===== config.mk =====
export PLATFORM = sky130hd
export DESIGN_NAME = lcd_controller_command_interface
export DESIGN_NICKNAME = d
export VERILOG_FILES = /design/src/design/lcc_pkg.sv /design/src/design/lcc_cmd_core.sv /design/src/design/lcc_out_stage.sv /design/src/design/lcd_controller_command_interface.sv
export SDC_FILE = /design/constraint.sdc
export NUM_CORES = 1
export LEC_CHECK = 0
export BUFFER_PORTS_ARGS = -buffer_cell sky130_fd_sc_hd__buf_2
export CORE_UTILIZATION = 48
export CTS_BUF_LIST = sky130_fd_sc_hd__clkbuf_4
export CTS_CLUSTER_SIZE = 16
export DETAILED_ROUTE_END_ITERATION = 16
export PLACE_DENSITY_LB_ADDON = 0.2
export SLEW_MARGIN = 5
export SYNTH_ARGS = -nofsm -noshare
export SYNTH_HDL_FRONTEND = slang
export SYNTH_SLANG_ARGS = --single-unit
export TNS_END_PERCENT = 100

===== constraint.sdc =====
create_clock -name i_clk -period 3.21 [get_ports i_clk]
set_clock_uncertainty 0.1 [all_clocks]
set_input_delay 0.4815 -clock i_clk [delete_from_list [all_inputs] [get_ports i_clk]]
set_output_delay 0.4815 -clock i_clk [all_outputs]
set_load 0.01 [all_outputs]

===== src/design/lcc_pkg.sv =====
package lcc_pkg;

    localparam int LCC_ADDRESS_BITS = 16;

    // bus access kinds carried in the input tuser
    typedef enum logic [1:0] {
        KIND_DATA   = 2'd0,
        KIND_CMD    = 2'd1,
        KIND_STATUS = 2'd2
    } t_kind;

    // controller commands
    localparam logic [7:0] CMD_SET_POINTER   = 8'h24;
    localparam logic [7:0] CMD_TEXT_HOME     = 8'h40;
    localparam logic [7:0] CMD_TEXT_AREA     = 8'h41;
    localparam logic [7:0] CMD_GFX_HOME      = 8'h42;
    localparam logic [7:0] CMD_GFX_AREA      = 8'h43;
    localparam logic [7:0] CMD_MODE_FIRST    = 8'h80;
    localparam logic [7:0] CMD_MODE_LAST     = 8'h8F;
    localparam logic [7:0] CMD_DISPLAY_FIRST = 8'h90;
    localparam logic [7:0] CMD_DISPLAY_LAST  = 8'h9F;
    localparam logic [7:0] CMD_CURSOR_FIRST  = 8'hA0;
    localparam logic [7:0] CMD_CURSOR_LAST   = 8'hA7;
    localparam logic [7:0] CMD_AUTO_ENTER    = 8'hB0;
    localparam logic [7:0] CMD_AUTO_LEAVE    = 8'hB2;
    localparam logic [7:0] CMD_WRITE_INC     = 8'hC0;

    // status read data
    localparam logic [7:0] STATUS_READY      = 8'h03;
    localparam logic [7:0] STATUS_AUTO_READY = 8'h08;

    // setting change codes
    localparam logic [2:0] SET_NONE      = 3'd0;
    localparam logic [2:0] SET_TEXT_HOME = 3'd1;
    localparam logic [2:0] SET_TEXT_AREA = 3'd2;
    localparam logic [2:0] SET_GFX_HOME  = 3'd3;
    localparam logic [2:0] SET_GFX_AREA  = 3'd4;
    localparam logic [2:0] SET_MODE      = 3'd5;
    localparam logic [2:0] SET_DISPLAY   = 3'd6;
    localparam logic [2:0] SET_CURSOR    = 3'd7;

    // parameter latch fill levels
    localparam logic [1:0] PCNT_EMPTY = 2'd0;
    localparam logic [1:0] PCNT_ONE   = 2'd1;
    localparam logic [1:0] PCNT_TWO   = 2'd2;

    typedef struct packed {
        logic [7:0]  status_byte;
        logic        mem_write;
        logic [15:0] mem_address;
        logic [7:0]  mem_byte;
        logic [2:0]  setting_changed;
        logic [15:0] setting_value;
        logic        bad_command;
    } t_result;

endpackage


===== src/design/lcc_cmd_core.sv =====
module lcc_cmd_core import lcc_pkg::*; #(
    parameter int ADDRESS_BITS = LCC_ADDRESS_BITS
) (
    input  logic        i_clk,
    input  logic        i_rst_n,
    input  logic        i_fire,
    input  logic [1:0]  i_kind,
    input  logic [7:0]  i_value,
    output t_result     o_result
);

    logic [ADDRESS_BITS-1:0] r_ptr, n_ptr;
    logic [7:0]              r_pfirst, n_pfirst;
    logic [7:0]              r_psecond, n_psecond;
    logic [1:0]              r_pcount, n_pcount;
    logic                    r_auto, n_auto;
    logic [15:0]             pair;
    t_result                 res;

    assign pair = {r_psecond, r_pfirst};

    always_comb begin
        n_ptr     = r_ptr;
        n_pfirst  = r_pfirst;
        n_psecond = r_psecond;
        n_pcount  = r_pcount;
        n_auto    = r_auto;
        res       = '0;
        unique case (t_kind'(i_kind))
            KIND_DATA: begin
                if (r_auto) begin
                    res.mem_write   = 1'b1;
                    res.mem_address = 16'(r_ptr);
                    res.mem_byte    = i_value;
                    n_ptr           = r_ptr + 1'b1;
                end else if (r_pcount == PCNT_EMPTY) begin
                    n_pfirst = i_value;
                    n_pcount = PCNT_ONE;
                end else if (r_pcount == PCNT_ONE) begin
                    n_psecond = i_value;
                    n_pcount  = PCNT_TWO;
                end else begin
                    // latch keeps the two newest bytes
                    n_pfirst  = r_psecond;
                    n_psecond = i_value;
                    n_pcount  = PCNT_TWO;
                end
            end
            KIND_CMD: begin
                n_pcount = PCNT_EMPTY;
                if (r_auto) begin
                    if (i_value == CMD_AUTO_LEAVE) begin
                        n_auto = 1'b0;
                    end else begin
                        res.bad_command = 1'b1;
                    end
                end else begin
                    unique case (i_value) inside
                        CMD_SET_POINTER: begin
                            n_ptr = pair[ADDRESS_BITS-1:0];
                        end
                        CMD_TEXT_HOME: begin
                            res.setting_changed = SET_TEXT_HOME;
                            res.setting_value   = pair;
                        end
                        CMD_TEXT_AREA: begin
                            res.setting_changed = SET_TEXT_AREA;
                            res.setting_value   = 16'(r_pfirst);
                        end
                        CMD_GFX_HOME: begin
                            res.setting_changed = SET_GFX_HOME;
                            res.setting_value   = pair;
                        end
                        CMD_GFX_AREA: begin
                            res.setting_changed = SET_GFX_AREA;
                            res.setting_value   = 16'(r_pfirst);
                        end
                        [CMD_MODE_FIRST:CMD_MODE_LAST]: begin
                            res.setting_changed = SET_MODE;
                            res.setting_value   = 16'(i_value[3:0]);
                        end
                        [CMD_DISPLAY_FIRST:CMD_DISPLAY_LAST]: begin
                            res.setting_changed = SET_DISPLAY;
                            res.setting_value   = 16'(i_value[3:0]);
                        end
                        [CMD_CURSOR_FIRST:CMD_CURSOR_LAST]: begin
                            res.setting_changed = SET_CURSOR;
                            res.setting_value   = 16'(i_value[2:0]);
                        end
                        CMD_AUTO_ENTER: begin
                            n_auto = 1'b1;
                        end
                        CMD_AUTO_LEAVE: begin
                            // already out of auto-write
                        end
                        CMD_WRITE_INC: begin
                            res.mem_write   = 1'b1;
                            res.mem_address = 16'(r_ptr);
                            res.mem_byte    = r_pfirst;
                            n_ptr           = r_ptr + 1'b1;
                        end
                        default: begin
                            res.bad_command = 1'b1;
                        end
                    endcase
                end
            end
            KIND_STATUS: begin
                res.status_byte = r_auto ? STATUS_AUTO_READY : STATUS_READY;
            end
            default: begin
            end
        endcase
    end

    always_ff @(posedge i_clk) begin
        if (!i_rst_n) begin
            r_ptr     <= '0;
            r_pfirst  <= '0;
            r_psecond <= '0;
            r_pcount  <= PCNT_EMPTY;
            r_auto    <= 1'b0;
        end else if (i_fire) begin
            r_ptr     <= n_ptr;
            r_pfirst  <= n_pfirst;
            r_psecond <= n_psecond;
            r_pcount  <= n_pcount;
            r_auto    <= n_auto;
        end
    end

    assign o_result = res;

    a_ptr_step: assert property (@(posedge i_clk) disable iff (!i_rst_n)
        i_fire && res.mem_write |=> r_ptr == $past(r_ptr) + 1'b1)
        else $error("address pointer did not step after a memory write");

    a_pcount_range: assert property (@(posedge i_clk) disable iff (!i_rst_n)
        i_fire && t_kind'(i_kind) == KIND_CMD |=> r_pcount == PCNT_EMPTY)
        else $error("parameter count not cleared by a command");

    a_auto_no_params: assert property (@(posedge i_clk) disable iff (!i_rst_n)
        i_fire && r_auto |=> $stable(r_pfirst) && $stable(r_psecond))
        else $error("parameter latch changed in auto-write");

endmodule


===== src/design/lcc_out_stage.sv =====
module lcc_out_stage import lcc_pkg::*; (
    input  logic    i_clk,
    input  logic    i_rst_n,
    input  logic    i_load,
    input  t_result i_result,
    input  logic    i_ready,
    output logic    o_advance,
    output logic    o_valid,
    output t_result o_result
);

    logic    r_valid;
    t_result r_result;

    // the result register can take a new word when empty or being drained
    assign o_advance = !r_valid || i_ready;

    always_ff @(posedge i_clk) begin
        if (!i_rst_n) begin
            r_valid <= 1'b0;
        end else if (o_advance) begin
            r_valid <= i_load;
        end
    end

    always_ff @(posedge i_clk) begin
        if (o_advance && i_load) begin
            r_result <= i_result;
        end
    end

    assign o_valid  = r_valid;
    assign o_result = r_result;

endmodule


===== src/design/lcd_controller_command_interface.sv =====
// channel   dir  handshake                    payload
// s_axis    in   s_axis_tvalid/s_axis_tready  tuser kind, tdata value
// m_axis    out  m_axis_tvalid/m_axis_tready  tuser flags, tdata status/mem/setting
//
// one bus access per cycle while the output is not stalled; a taken access passes
// through the input register, then the result register
// the pointer and parameter latch update as an access moves into the result register
// a stalled output holds its word; the input register keeps taking words until it is full
// reset is synchronous, active low, and clears the pointer, latch and both valid flags
module lcd_controller_command_interface import lcc_pkg::*; #(
    parameter int ADDRESS_BITS = LCC_ADDRESS_BITS
) (
    input  logic        i_clk,
    input  logic        i_rst_n,
    input  logic        s_axis_tvalid,
    output logic        s_axis_tready,
    input  logic [7:0]  s_axis_tdata,  // [7:0] value
    input  logic [1:0]  s_axis_tuser,  // [1:0] kind
    output logic        m_axis_tvalid,
    input  logic        m_axis_tready,
    output logic [47:0] m_axis_tdata,  // [7:0] status_byte, [23:8] mem_address,
                                       // [31:24] mem_byte, [47:32] setting_value
    output logic [4:0]  m_axis_tuser   // [0] mem_write, [3:1] setting_changed,
                                       // [4] bad_command
);

    logic       r_in_valid;
    logic [1:0] r_in_kind;
    logic [7:0] r_in_value;
    logic       advance;
    logic       fire;
    logic       in_take;
    t_result    core_result;
    t_result    out_result;

    assign fire          = r_in_valid && advance;
    assign s_axis_tready = !r_in_valid || advance;
    assign in_take       = s_axis_tvalid && s_axis_tready;

    always_ff @(posedge i_clk) begin
        if (!i_rst_n) begin
            r_in_valid <= 1'b0;
        end else if (in_take) begin
            r_in_valid <= 1'b1;
        end else if (fire) begin
            r_in_valid <= 1'b0;
        end
    end

    always_ff @(posedge i_clk) begin
        if (in_take) begin
            r_in_kind  <= s_axis_tuser;
            r_in_value <= s_axis_tdata;
        end
    end

    lcc_cmd_core #(
        .ADDRESS_BITS(ADDRESS_BITS)
    ) u_core (
        .i_clk    (i_clk),
        .i_rst_n  (i_rst_n),
        .i_fire   (fire),
        .i_kind   (r_in_kind),
        .i_value  (r_in_value),
        .o_result (core_result)
    );

    lcc_out_stage u_out (
        .i_clk     (i_clk),
        .i_rst_n   (i_rst_n),
        .i_load    (r_in_valid),
        .i_result  (core_result),
        .i_ready   (m_axis_tready),
        .o_advance (advance),
        .o_valid   (m_axis_tvalid),
        .o_result  (out_result)
    );

    assign m_axis_tdata = {out_result.setting_value, out_result.mem_byte,
                           out_result.mem_address, out_result.status_byte};
    assign m_axis_tuser = {out_result.bad_command, out_result.setting_changed,
                           out_result.mem_write};

    a_stall_cause: assert property (@(posedge i_clk) disable iff (!i_rst_n)
        !s_axis_tready |-> r_in_valid && m_axis_tvalid && !m_axis_tready)
        else $error("input stalled without a blocked output");

    a_mem_fields: assert property (@(posedge i_clk) disable iff (!i_rst_n)
        m_axis_tvalid && !out_result.mem_write |->
            out_result.mem_address == 16'd0 && out_result.mem_byte == 8'd0)
        else $error("memory fields set without a memory write");

    a_one_effect: assert property (@(posedge i_clk) disable iff (!i_rst_n)
        m_axis_tvalid && out_result.bad_command |->
            !out_result.mem_write && out_result.setting_changed == SET_NONE
            && out_result.status_byte == 8'd0)
        else $error("rejected command produced an effect");

endmodule

After elaboration in Yosys (flattened, before gate mapping)
Index checks and enable logic that the tools add are counted.

storage, ports and cells
  memories = 0
  input bits = 14
  memory bits (writable) = 0
  latch bits = 0
  word-level logic and storage cells = 84
  register bits after elaboration = 100
  memory bits (read-only) = 0

operators by class
  shifts and indexed selects = 0
  muxes and demuxes = 22
  add/subtract/negate cells = 1
  divide/modulo/power cells = 0
  magnitude comparators = 6
  eq/ne operators = 16
  reduce and logical (&&, ||, !) cells = 20
  multiply operators = 0
  bitwise logic cells = 3

operators with widths
  kind                                                      number
  one-hot mux 19 bit (7 select lines)                       1
  one-hot mux 16 bit (2 select lines)                       2
  two-way mux 25 bit                                        2
  one-hot mux 25 bit (2 select lines)                       1
  two-way mux 44 bit                                        1
  equality test 8 x 7 -> 1 bit, second input constant       4
  two-way mux 16 bit                                        2
  equality test 8 bit, second input constant                3
  greater-or-equal comparator 8 bit, second input constant  3
  <= comparator 8 bit, second input constant                3
  adder 16 x 1 -> 16 bit, second input constant             1
  two-way mux 8 bit                                         2
  OR reduction 11 bit                                       1
  equality test 8 x 6 -> 1 bit, second input constant       1
  AND reduction 4 bit                                       2
  two-way mux 1 bit                                         7
  logical AND 1 bit                                         5
  AND reduction 5 bit                                       1
  equality test 2 x 1 -> 1 bit, second input constant       2
  logical NOT 2 bit                                         2
  two-way mux 2 bit                                         2
  two-way mux 4 bit                                         1
  != test 2 x 1 -> 1 bit, second input constant             2
  != test 2 bit, second input constant                      2
  10 further kinds                                          15

Depth between registers and ports, before layout
  word-level depth = 5
  gate-level depth with buffers = 7
  depth with buffers taken out = 6

Modules after synthesis
A second synthesis with hierarchy kept.

second synthesis, totals
  cells, all modules = 410
  area, all modules = 4505.6 um^2

modules (own cells, without submodules)
  module                            area each (um^2)  cells each  instances  seq. area each (um^2)
  lcc_cmd_core                      2491.1            336         1          700.7
  lcc_out_stage                     1649.1            58          1          1611.5
  lcd_controller_command_interface  365.4             16          1          320.3

Least setup slack after synthesis
OpenSTA, ideal clock, no wires.

  path type = in2reg
  start point = in m_axis_tready
  end point = reg u_core.r_ptr[11]
  data arrival time = 2.299 ns
  stages = 6
  required time = 2.991 ns
  library setup time = 0.119 ns
  setup slack = 0.693 ns
  path through = nand2b_1 > nand2_1 > inv_1 > o21ai_2 > buf_2 > o221a_1

on the way
  cells in the longest elaborated chain, start to end = 3

RTL lines
  element                               line                                    text
  start: declaration                    lcd_controller_command_interface.sv:20  input logic m_axis_tready,
  logical OR 1 bit                      lcc_out_stage.sv:16                     assign o_advance = !r_valid || i_ready;
  logical AND 1 bit                     lcd_controller_command_interface.sv:36  assign fire = r_in_valid && advance;
  net fire                              lcd_controller_command_interface.sv:31  logic fire;
  AND reduction 5 bit (no source line)  n/a
  end signal: assignment                lcc_cmd_core.sv:124                     r_ptr <= n_ptr;
  end: declaration                      lcc_cmd_core.sv:12                      logic [ADDRESS_BITS-1:0] r_ptr, n_ptr;

The timed path passes the listed nets, and every way through them passes these cells.
A chain may end at the register's enable or synchronous reset.

==> qor.yml <==
yosys:
  synth_ff_type: "edfxtp_1"
  async_flop_share_pct: 0
  synth-seq-cells: 94
  synth_cells: 400
  synth_edf_count: 57
  synth_area_um2: 4260
  synth_cell_types: 60
  yosysWarnings: 0
  avgSynthCellArea_um2: 10.7
  ys_seq_area_share_pct: 57.6
timing:
  fin_setup_tns_ns: 0
  fin_crit_sh_pct: 70.8
  worst_pin_slew_ns: 0.715
  min_period_ns: 2.27
  finalSetupViolations: 0
  relSlewSlack_pct: 52.3
  clock.fmax_mhz: 440
  maxSlewViolCount: 0
  rsz0062_at_grt: "false"
  hold_violations: 0
floorplanning:
  rows: 34
  start_util_pct: 49.3
  ioPinCount: 69
  die_w_um: 96.2
  die-area_um2: 9260
  core-area_um2: 8640
  die_height_um: 96.2
clocking:
  cts_buffers: 9
  cts.sinks: 94
  cts_buffer_depth: 2
  ctsHoldBuffers: 0
  clock-root-buffer: "clkbuf_4"
  post_cts_buffers: 0
  cts_tree: "built"
  clk_latency_ns: 0.43
  htree_levels: 3
  cts_resized: 0
  clk_pin_slew_worst_paths_ns: 0.13
setup_path:
  crit_start: "r_in_value[5]"
  r2r_slack_ns: 0.94
  reg2reg_from: "r_in_value[5]"
  r2r_end: "u_out.o_result[39]"
  critPathRequiredTime_ns: 3.27
  cp_max_fo: 17
  reg2reg_depth: 4
  endpoint: "u_out.o_result[39]"
  cp-end-kind: "flop"
  crit_type: "reg -> reg"
  arrival_ns: 2.33
  critPathLaunchType: "flop"
status:
  status: "finished, final reports clean"
hold_path:
  worstHoldStart: "s_axis_tdata[7]"
  hp-class: "in -> reg"
finish:
  areaGrowthSynthToFinish_pct: 10.6
  final_cell_area_um2: 4710
  antenna_cells: 0
  drive_gt1_share_pct: 21.8
  finish.net_count: 469
drt:
  drt_iter0_markers: 275
  routed.top_layer: "met4"
  wl_um: 9330
  wl_met2_um: 4450
  detail-route-antenna-nets: 0
  vias: 3261
  wl_met1_um: 4140
  drc: 0
  dr_wl_met3_um: 572
  drt-wirelength-per-cell_um: 16.5
  via_per_inst: 5.75
  first_pass_iters: 5
global_route:
  grtUsageTotal_pct: 21.0
  antenna_found_initial: 0
  grt_max_degree: 36
  grt_pass1_wl_um: 14500
  first_global_vias: 2908
  gr-total-overflow: 0
place:
  io_buffer_count: 63
  gp_congestion: 0.810
  dpl_cell_area_um2: 4600
  hpwl_um: 6380
run:
  drv_cap: 0
power_and_ir_drop:
  power_density_nw_per_um2: 430
  total_leakage_power_nw: 1.69
  ir_worst_vdd_mv: 0.186
-- kinds of logic (layout without fill, tap and decap cells) --
group | count (synthesis) | count (layout) | synth area share [%]
flip-flops | 94 | 94 | 57.6
AO/OA/AOI/OAI | 106 | 106 | 17.0
other | 1 | 5 | 0.0880
XOR/XNOR | 1 | 1 | 0.206
AND/OR/NAND/NOR | 159 | 159 | 19.9
adder cells (fa/ha/maj) | 1 | 1 | 0.294
multiplexers | 2 | 2 | 0.470
buffers and inverters | 36 | 91 | 4.49
-- layer usage --
layer | track usage [%] | up-vias
li1 | - | 1561
met1 | 28.3 | 1548
met2 | 33.8 | 131
met3 | 3.63 | 21
met4 | 7.59 | 0
met5 | 0 | -
-- cell usage after synthesis (3+ instances only) --
library cell | instances | area (um^2)
edfxtp_1 | 57 | 1710
nand2_1 | 42 | 158
nor2_1 | 39 | 146
dfxtp_1 | 37 | 741
a21oi_1 | 32 | 160
nor2b_1 | 18 | 113
o21ai_0 | 17 | 85.1
and2_1 | 13 | 81.3
buf_4 | 10 | 75.1
clkbuf_1 | 10 | 37.5
buf_2 | 9 | 45.0
a22o_1 | 8 | 70.1
a311oi_1 | 8 | 70.1
and3_1 | 8 | 50.1
o221a_1 | 7 | 78.8
nand2b_1 | 6 | 37.5
a31oi_1 | 5 | 31.3
a21o_1 | 4 | 30.0
a22oi_1 | 4 | 30.0
inv_1 | 4 | 15.0
nand3_1 | 4 | 20.0
nor3_1 | 4 | 20.0
nand3b_1 | 3 | 22.5
nand4_1 | 3 | 18.8
o21ai_1 | 3 | 15.0
-- area by class of cell --
cell class	instances	area, um^2
clock buffer	11	82.6
clock inverter	5	27.5
fill	784	3920
inverter	6	22.5
multi-input combinational	274	1630
sequential	94	2450
tap	108	135
timing repair buffer	69	360
-- cell usage in the layout (no fill, tap or decap), drive strengths merged, types with 2 or more instances in the layout --
master / netlist / final
o221a: 8 / 8
a41oi: 2 / 2
or2: 3 / 3
edfxtp: 57 / 57
nand3: 4 / 4
nor2b: 18 / 18
a311oi: 8 / 8
nor3: 7 / 7
nor3b: 2 / 2
buf: 20 / 69
o31a: 2 / 2
a22oi: 4 / 4
clkbuf: 10 / 11
inv: 5 / 5
conb: 1 / 5
nor4: 3 / 3
a21o: 5 / 5
a21oi: 34 / 34
and3: 8 / 8
and2: 13 / 13
o32ai: 2 / 2
nand4: 3 / 3
clkinv: 1 / 6
o21ai: 21 / 21
dfxtp: 37 / 37
nor2: 41 / 41
o22ai: 2 / 2
a22o: 8 / 8
nand2b: 6 / 6
nand2: 42 / 42
nand3b: 3 / 3
mux2i: 2 / 2
a31oi: 5 / 5
-- per-stage QoR --
| stage | hold slack [ns] | power (mW) | setup WS (ns) | utilization (%) | cells |
|---|---|---|---|---|---|
| 5_1_grt | 0.0899 | 2.11 | 0.771 | 54.6 | 567 |
| 6_report | 0.117 | 2.03 | 0.938 | 54.6 | 567 |
| 3_3_place_gp | 0.376 | 1.50 | 1.07 | 53.3 | 551 |
| 3_5_place_dp | 0.377 | 1.51 | 0.955 | 53.3 | 551 |
| 2_1_floorplan | 0.355 | 1.46 | 0.693 | - | 404 |
| 4_1_cts | 0.101 | 2.04 | 0.926 | 54.6 | 567 |
-- registers in the layout (all words and copies together), names as in the netlist --
| signal | cells |
|---|---|
| r_in_kind | 2 |
| r_in_valid | 1 |
| r_in_value | 8 |
| u_core.r_auto | 1 |
| u_core.r_pcount | 2 |
| u_core.r_pfirst | 8 |
| u_core.r_psecond | 8 |
| u_core.r_ptr | 16 |
| u_out.o_result | 47 |
| u_out.o_valid | 1 |
-- where the power goes --
group	leakage [nW]	internal, mW	switching (mW)
Clock	0.0680	0.173	0.373
Sequential	0.849	1.31	0.0332
Combinational	0.768	0.0467	0.0897
-- worst min path at each step --
stage | end | cells past startpoint
2_1_floorplan | u_core.r_ptr[15] | 2
3_3_place_gp | u_core.r_ptr[15] | 2
3_5_place_dp | u_core.r_ptr[15] | 2
4_1_cts | r_in_value[6] | 1
5_1_grt | r_in_kind[0] | 1
6_report | r_in_value[7] | 1
-- critical path, cell delays in order (launching register included) --
cell and delay, ns:
edfxtp_1 0.59, and4bb_1 0.31, and3_1 0.27, nor2_2 0.59, nor2b_1 0.12
Power figures use the tool's default switching activity.
